File: src/rtl/core/shelf_pkg.sv
`default_nettype none

package shelf_pkg;

  // Fixed field widths
  localparam int unsigned RectW  = 10;
  localparam int unsigned CellW  = 10;
  localparam int unsigned AtlasW = 11;

  // Atlas limits and padding
  localparam int unsigned MaxWidth  = 1024;
  localparam int unsigned MaxHeight = 1024;
  localparam int unsigned Pad       = 2;

  // Working width of edge sums: cursor + row height + cell, all under 2^12
  localparam int unsigned SumW = AtlasW + 2;

  // Doubling steps that cover any edge reachable in SumW bits
  localparam int unsigned GrowSteps = SumW + 1;

  typedef enum logic {
    OpPlace = 1'b0,
    OpClear = 1'b1
  } op_e;

  localparam logic StatusOk   = 1'b0;
  localparam logic StatusFull = 1'b1;

  typedef struct packed {
    op_e              opcode;
    logic [RectW-1:0] rect_width;
    logic [RectW-1:0] rect_height;
  } req_t;

  typedef struct packed {
    logic [CellW-1:0]  cell_x;
    logic [CellW-1:0]  cell_y;
    logic [AtlasW-1:0] atlas_w;
    logic [AtlasW-1:0] atlas_h;
    logic              grew;
    logic              status;
  } rsp_t;

  // Smallest doubling of cur (powers of two from 1 when cur is zero) that
  // covers edge_v; zero when that size passes limit. Candidates are
  // independent, the first one that covers the edge wins.
  function automatic logic [SumW-1:0] grown_size(input logic [SumW-1:0] cur,
                                                 input logic [SumW-1:0] edge_v,
                                                 input logic [SumW-1:0] limit);
    logic [31:0]     base;
    logic [31:0]     cand;
    logic            found;
    logic [SumW-1:0] res;
    base  = (cur == '0) ? 32'd1 : {{(32-SumW){1'b0}}, cur};
    found = 1'b0;
    res   = '0;
    for (int unsigned k = 0; k < GrowSteps; k++) begin
      cand = base << k;
      if (!found && cand >= {{(32-SumW){1'b0}}, edge_v}) begin
        found = 1'b1;
        res   = (cand <= {{(32-SumW){1'b0}}, limit}) ? cand[SumW-1:0] : '0;
      end
    end
    return res;
  endfunction

endpackage

`default_nettype wire

File: src/rtl/core/shelf_atlas_packer_unit.sv
// Shelf packer for a growing texture atlas.
// Input channel (in_valid_i / in_ready_o / in_req_i): one request per item,
// either place a rectangle (padded on every side) or clear the packing
// cursor and row height. Output channel (out_valid_o / out_ready_i /
// out_rsp_o): exactly one response per request, in request order, with the
// cell position, the atlas size after the request, a grew flag and a
// no-space status.
// Path: an accepted request is held in the input register, and its response
// is then registered in the output register, where the receiver takes it.
// Throughput: one request per cycle unless the receiver stalls. The packing
// state is read and updated in the same cycle that a request moves from the
// input register to the output register, so consecutive requests see each
// other's updates.
// Receiver stall: the output register holds its response; the input register
// still takes one more request, then in_ready_o drops until out_ready_i.
// Reset: cursor, row height and atlas size go to zero, both registers empty.
`default_nettype none

module shelf_atlas_packer_unit (
  input  wire logic           clk_i,
  input  wire logic           rst_ni,
  input  wire logic           in_valid_i,
  output logic                in_ready_o,
  input  wire shelf_pkg::req_t in_req_i,
  output logic                out_valid_o,
  input  wire logic           out_ready_i,
  output shelf_pkg::rsp_t     out_rsp_o
);
  import shelf_pkg::*;

  localparam logic [SumW-1:0] PadSum  = SumW'(2 * Pad);
  localparam logic [SumW-1:0] LimitW  = SumW'(MaxWidth);
  localparam logic [SumW-1:0] LimitH  = SumW'(MaxHeight);

  // Request and response registers
  logic  in_valid_q;
  req_t  in_req_q;
  logic  out_valid_q;
  rsp_t  out_rsp_q;
  logic  advance;

  // Packing state
  logic [AtlasW-1:0] cursor_x_q, cursor_y_q, row_height_q, width_q, height_q;
  logic [AtlasW-1:0] cursor_x_d, cursor_y_d, row_height_d, width_d, height_d;

  rsp_t rsp_d;

  // Working values
  logic [SumW-1:0] cw, ch, cx, cy, rh, w, h, nw, nh;
  logic            grew, full;

  assign advance    = in_valid_q && (!out_valid_q || out_ready_i);
  assign in_ready_o = !in_valid_q || advance;

  // Placement logic
  always_comb begin
    cw   = SumW'(in_req_q.rect_width) + PadSum;
    ch   = SumW'(in_req_q.rect_height) + PadSum;
    cx   = SumW'(cursor_x_q);
    cy   = SumW'(cursor_y_q);
    rh   = SumW'(row_height_q);
    w    = SumW'(width_q);
    h    = SumW'(height_q);
    grew = 1'b0;
    full = 1'b0;
    nw   = grown_size(w, cx + cw, LimitW);
    nh   = '0;

    // Right edge: grow, or wrap to a new row (no space if the cell is still too wide)
    if (cx + cw > w) begin
      if (nw != '0) begin
        w    = nw;
        grew = 1'b1;
      end else begin
        cy = cy + rh;
        cx = '0;
        rh = '0;
        if (cw > w) full = 1'b1;
      end
    end
    if (rh < ch) rh = ch;

    // Bottom edge: grow or report no space
    if (!full && (cy + ch > h)) begin
      nh = grown_size(h, cy + ch, LimitH);
      if (nh != '0) begin
        h    = nh;
        grew = 1'b1;
      end else begin
        full = 1'b1;
      end
    end

    cursor_x_d   = cursor_x_q;
    cursor_y_d   = cursor_y_q;
    row_height_d = row_height_q;
    width_d      = width_q;
    height_d     = height_q;

    rsp_d.cell_x  = '0;
    rsp_d.cell_y  = '0;
    rsp_d.atlas_w = width_q;
    rsp_d.atlas_h = height_q;
    rsp_d.grew    = 1'b0;
    rsp_d.status  = StatusOk;

    unique case (in_req_q.opcode)
      OpClear: begin
        cursor_x_d   = '0;
        cursor_y_d   = '0;
        row_height_d = '0;
      end
      OpPlace: begin
        if (full) begin
          rsp_d.status = StatusFull;
        end else begin
          rsp_d.cell_x  = cx[CellW-1:0];
          rsp_d.cell_y  = cy[CellW-1:0];
          rsp_d.atlas_w = w[AtlasW-1:0];
          rsp_d.atlas_h = h[AtlasW-1:0];
          rsp_d.grew    = grew;
          cursor_x_d    = AtlasW'(cx + cw);
          cursor_y_d    = cy[AtlasW-1:0];
          row_height_d  = rh[AtlasW-1:0];
          width_d       = w[AtlasW-1:0];
          height_d      = h[AtlasW-1:0];
        end
      end
      default: ;
    endcase
  end

  // Control and state registers
  always_ff @(posedge clk_i or negedge rst_ni) begin
    if (!rst_ni) begin
      in_valid_q   <= 1'b0;
      out_valid_q  <= 1'b0;
      cursor_x_q   <= '0;
      cursor_y_q   <= '0;
      row_height_q <= '0;
      width_q      <= '0;
      height_q     <= '0;
    end else begin
      if (in_ready_o) in_valid_q <= in_valid_i;
      if (advance) begin
        out_valid_q  <= 1'b1;
        cursor_x_q   <= cursor_x_d;
        cursor_y_q   <= cursor_y_d;
        row_height_q <= row_height_d;
        width_q      <= width_d;
        height_q     <= height_d;
      end else if (out_ready_i) begin
        out_valid_q <= 1'b0;
      end
    end
  end

  // Payload registers
  always_ff @(posedge clk_i) begin
    if (in_ready_o && in_valid_i) in_req_q <= in_req_i;
    if (advance) out_rsp_q <= rsp_d;
  end

  assign out_valid_o = out_valid_q;
  assign out_rsp_o   = out_rsp_q;

endmodule

`default_nettype wire

File: config.mk
export PLATFORM = sky130hd
export DESIGN_NAME = shelf_atlas_packer_unit
export DESIGN_NICKNAME = d
export VERILOG_FILES = /design/src/rtl/core/shelf_pkg.sv /design/src/rtl/core/shelf_atlas_packer_unit.sv
export SDC_FILE = /design/constraint.sdc
export NUM_CORES = 1
export LEC_CHECK = 0
export BUFFER_PORTS_ARGS = -buffer_cell sky130_fd_sc_hd__buf_2
export CAP_MARGIN = 30
export CORE_UTILIZATION = 35
export CTS_CLUSTER_DIAMETER = 200
export DETAILED_ROUTE_END_ITERATION = 10
export PLACE_DENSITY = 0.62
export SETUP_SLACK_MARGIN = 0.4
export SYNTH_ARGS = -nofsm -noshare
export SYNTH_HDL_FRONTEND = slang
export SYNTH_SLANG_ARGS = --single-unit
File: constraint.sdc
create_clock -name clk_i -period 23.2 [get_ports clk_i]
set_clock_uncertainty 0.15 [all_clocks]
set_input_delay 1.16 -clock clk_i [delete_from_list [all_inputs] [get_ports clk_i]]
set_output_delay 1.16 -clock clk_i [all_outputs]
set_load 0.05 [all_outputs]
# Word level (Yosys, flattened, before mapping)
# Index checks and enable logic that the tools add are counted.
# Widths: inputs -> output; s select.
# word_totals
reg_bits	122
in_bits	25
output_inout_bits	46
wordCells	278
# classes
n_mux	127
bitwise_logic	2
addsub	6
magnitude_cmp	58
n_reduce_logical	68
eq_ne	1
# op_table
operator	n
$mux 13	50
$mux 11	17
$pmux 11 s2	3
$mux 1	51
$ge 24x13->1	2
$mux 12	4
$ge 23x13->1	2
$le 23x11->1 const B	2
$ge 22x13->1	2
$le 22x11->1 const B	2
$ge 21x13->1	2
$le 21x11->1 const B	2
$ge 20x13->1	2
$le 20x11->1 const B	2
$ge 19x13->1	2
$le 19x11->1 const B	2
$ge 18x13->1	2
$le 18x11->1 const B	2
$ge 17x13->1	2
$le 17x11->1 const B	2
$ge 16x13->1	2
$le 16x11->1 const B	2
$ge 15x13->1	2
$le 15x11->1 const B	2
29 further kinds	99

# Longest topological paths before layout
# depth
depth_word	107
mapped_depth	60
mapped_depth_nobuf	55

# Worst setup path before layout
# OpenSTA, ideal clock, no wires.
# synth_timing
kind	reg-to-reg
from	register in_req_q[12] (netlist bit)
to	register height_q[6]
stages_incl_launch_ff	50
arrival_time_ns	12.584
setup_ns	0.128
period_less_slack_ns	12.862
path_slack_ns	10.338
t_required_ns	22.922
path_buffers	3
path_cell_list	edfxtp_1 ha_1 nand3_1 xnor2_1 ha_1 or3_1 o21bai_1 a31oi_1 xor2_1 ha_1 a21oi_1 nand3_1 a221o_1 a311oi_1 o21ai_1 o2111a_1 and2_1 a222oi_1 (+14 left out) a21o_1 a211oi_1 o31a_1 o21bai_1 maj3_1 a21oi_1 o211ai_1 nor2_1 and2_1 or3b_2 o32ai_1 a222oi_1 a21o_1 a31oi_2 buf_4 o211ai_2 nor2_4 mux2_1
# synth_via
elab_chain_len	107
word_cells_on_any_way	169
classes_between	3 x add/sub; 31 x order compare; 77 x mux; 1 x bitwise; 57 x reduce/logical
# synth_lines
element	line	source
start, declared	shelf_atlas_packer_unit.sv:37	req_t in_req_q;
start signal, assigned	shelf_atlas_packer_unit.sv:160	if (in_ready_o && in_valid_i) in_req_q <= in_req_i;
$add 10x3->11 (*)	shelf_atlas_packer_unit.sv:57	cw = SumW'(in_req_q.rect_width) + PadSum;
$add 11x11->12 (*)	shelf_atlas_packer_unit.sv:66, shelf_atlas_packer_unit.sv:70	
$ge 11x13->1	shelf_pkg.sv:59	if (!found && cand >= {{(32-SumW){1'b0}}, edge_v}) begin
$mux 1	shelf_pkg.sv:59	
$logic_not 1->1	shelf_pkg.sv:59	
$logic_and 1x1->1	shelf_pkg.sv:59	
$mux 1	shelf_pkg.sv:59	
$logic_not 1->1	shelf_pkg.sv:59	
(+38 left out)	-	
via cy[0]	shelf_atlas_packer_unit.sv:49	logic [SumW-1:0] cw, ch, cx, cy, rh, w, h, nw, nh;
(+53 left out)	-	
$logic_and 1x1->1	shelf_pkg.sv:59	
$mux 13	shelf_pkg.sv:59	
$mux 13	shelf_atlas_packer_unit.sv:84	if (!full && (cy + ch > h)) begin
$reduce_bool 13->1	shelf_atlas_packer_unit.sv:86	if (nh != '0) begin
$mux 1	shelf_atlas_packer_unit.sv:86	
$mux 1	shelf_atlas_packer_unit.sv:84	
$not 1->1 (no line)	-	
$reduce_and 3->1 (no line)	-	
end signal, assigned	shelf_atlas_packer_unit.sv:151	height_q <= height_d;
end, declared	shelf_atlas_packer_unit.sv:43	logic [AtlasW-1:0] cursor_x_q, cursor_y_q, row_height_q, width_q, height_q;
# The timed path passes the listed nets; every way through them passes the cells marked *. The select of a mux whose other input is x is not followed.
# A chain may end at the register's enable or synchronous reset.

==> out/metrics.cfg <==
[layout]
drive_gt1_frac=0.113
seqCellArea_mm2=0.00338
fin_util=0.395
fillerInstances=4055
syn_to_final_growth_pct=11.1
fin_nets=1941
multiInputGateArea_mm2=0.0101

[sta]
finalHoldViolCount=0
setup_viol=0
post-route-min-period_ns=14.91
worst_slew_pin_slew_ns=1.05
min_period_over_period=0.643
drv_slew=0
maxSlewHeadroom=0.293
finalSetupTns_ns=0
rsz0062_at_grt=false
max_freq_mhz=67.1

[synthesis]
synth_area_leaders=ha_1, edfxtp_1, dfrtp_1
yosys.area_share.adder=0.213
yosysMostFrequentCell=ha_1
synth-async-reset-ratio=0.467
syn-num-nets=1900
ys_types=106
synth_top_area_cell=ha_1
yosysWarningCount=0
synth-compound-area-share=0.242
yosysSeqAreaShare=0.239
syn_inst=1641
yosys.area.top_type_share=0.203
ys_ff_latch=122
yosys.area_share.simple=0.198
ys_top_cells_by_count=ha_1, nand2_1, o21ai_0
synth.area.mux_share=0.0333
ys.flop_type=edfxtp_1
synthXorXnorAreaFrac=0.0272
synth_edf_count=65
syn-cell-area_mm2=0.0141
synth.avg_cell_area_um2=8.62
synth_top_family_by_area=compound AO/OA/AOI/OAI gates

[floorplan]
core_mm2=0.0398
die_y_um=203
start_util=0.355
fp.dieW_um=203
dieArea_mm2=0.0412
num_io_pins=71
num_rows=73

[drt]
num_vias=13200
routedWlPerCell_um=20.0
dr.pass1.iters=5
drcViolationCount=0
drtIter0Drc=1172
routed_wl_mm=44.3
viasPerCell=5.95
ant_nets=0

[critical_path]
critPathMaxStageDelay_ns=0.68
crit_top_cell=ha_1
cp_max_fo=39
slowest_stage=a31oi_2
crit_type=flip-flop to flip-flop
worst_ep_required_time_ns=23.21
arrival_ns=14.92
end_kind=flip-flop
start_kind=flip-flop

[outcome]
status=completed

[grt]
grt_max_degree=58
grt_pass1_vias=12700
grt_pass1_wl_mm=71.0
grtUsageTotal=0.216
antenna_found_initial=0
overflow=0

[cts]
cts.sinks=122
cts_tree=built
cts_resized=0
numCtsBuffers=17
clk_latency_ns=0.43
cts-hold-fix-buffers=0
root_buffer=clkbuf_16
clk_pin_slew_worst_paths_ns=0.06
postCtsSetupBuffers=0
cts_buffer_depth=2
h-tree-depth=4

[placement]
numPortBuffers=70
gp_congestion=0.943
dpl.hpwl_mm=33.6

[flow_run]
cap_viol_max_count=0

[worst_hold_path]
min_path_type=flip-flop to flip-flop

## flip-flops by register name, indices dropped and copies added, names as in the netlist
signal / count
cursor_x_q: 11
out_valid_o: 1
width_q: 11
in_valid_q: 1
out_rsp_o: 44
cursor_y_q: 11
in_req_q: 21
row_height_q: 11
height_q: 11
## placed cells by master (no fill, tap or decap), types with 25 or more instances in the layout
| master | instances |
|---|---|
| ha_1 | 230 |
| nor2_1 | 100 |
| nand3_1 | 54 |
| a21oi_1 | 93 |
| inv_1 | 86 |
| nand2b_1 | 25 |
| xnor2_1 | 28 |
| a21o_1 | 27 |
| mux2i_1 | 25 |
| o21ai_0 | 104 |
| nand2_1 | 131 |
| edfxtp_1 | 65 |
| o21a_1 | 28 |
| nor3_1 | 35 |
| buf_2 | 70 |
| nor2b_1 | 44 |
| dfrtp_1 | 57 |
| buf_4 | 26 |
## cells by family (layout without fill, tap and decap cells)
kind of cell / count (synthesis) / after routing
buffers and inverters: 169 / 223
XOR/XNOR: 43 / 43
AO/OA/AOI/OAI: 493 / 493
adder cells (fa/ha/maj): 239 / 239
multiplexers: 44 / 44
other: 0 / 1
flip-flops: 122 / 122
AND/OR/NAND/NOR: 531 / 531
## per-stage QoR
stage	std cells	setup WS, ns	cell area (µm²)	hold slack [ns]
4_1_cts	2218	8.37	15700	0.351
3_5_place_dp	2186	8.50	15100	0.343
2_1_floorplan	1641	10.34	14100	0.307
6_report	2221	8.29	15700	0.350
5_1_grt	2220	7.18	15700	0.380
3_3_place_gp	2181	8.71	15000	0.323
## critical path: cells and delay by family, from the launching register on
kind,cells,cell delay (ns)
AO/OA/AOI/OAI,21,5.48
multiplexers,2,0.63
XOR/XNOR,2,0.76
AND/OR/NAND/NOR,15,3.57
buffers and inverters,5,1.29
flip-flops,1,0.43
adder cells (fa/ha/maj),7,2.27
## path summary, 6_finish.rpt
path	from	to	slack, ns	depth (start not counted)
setup / recovery	in_req_q[12]	out_rsp_o[20]	8.29	52
hold / removal	in_valid_q	out_valid_o	0.35	1
setup reg to reg	in_req_q[12]	out_rsp_o[20]	8.29	52
hold reg to reg	in_valid_q	out_valid_o	0.35	1
max in group asynchronous	rst_ni	width_q[3]	21.59	2
min in group asynchronous	rst_ni	cursor_y_q[1]	0.75	2
## cell type report
cell class,count,area share
Inverter,91,0.0217
Clock inverter,15,0.0130
Clock buffer,17,0.0271
Antenna cell,1,0.000159
Tap cell,525,0.0418
Timing Repair Buffer,100,0.0384
Multi-Input combinational cell,1350,0.643
Sequential cell,122,0.215
## layer usage
| layer | vias up | track usage | wire length (µm) |
|---|---|---|---|
| li1 | 6299 | - | - |
| met1 | 6322 | 0.305 | 21200 |
| met2 | 518 | 0.342 | 19600 |
| met3 | 69 | 0.0284 | 2520 |
| met4 | 0 | 0.0610 | 985 |
| met5 | - | 0 | 0 |
Power is left out: the tool's default activity adds up to more than one toggle a clock period on the data nets, which glitch-free logic cannot reach.
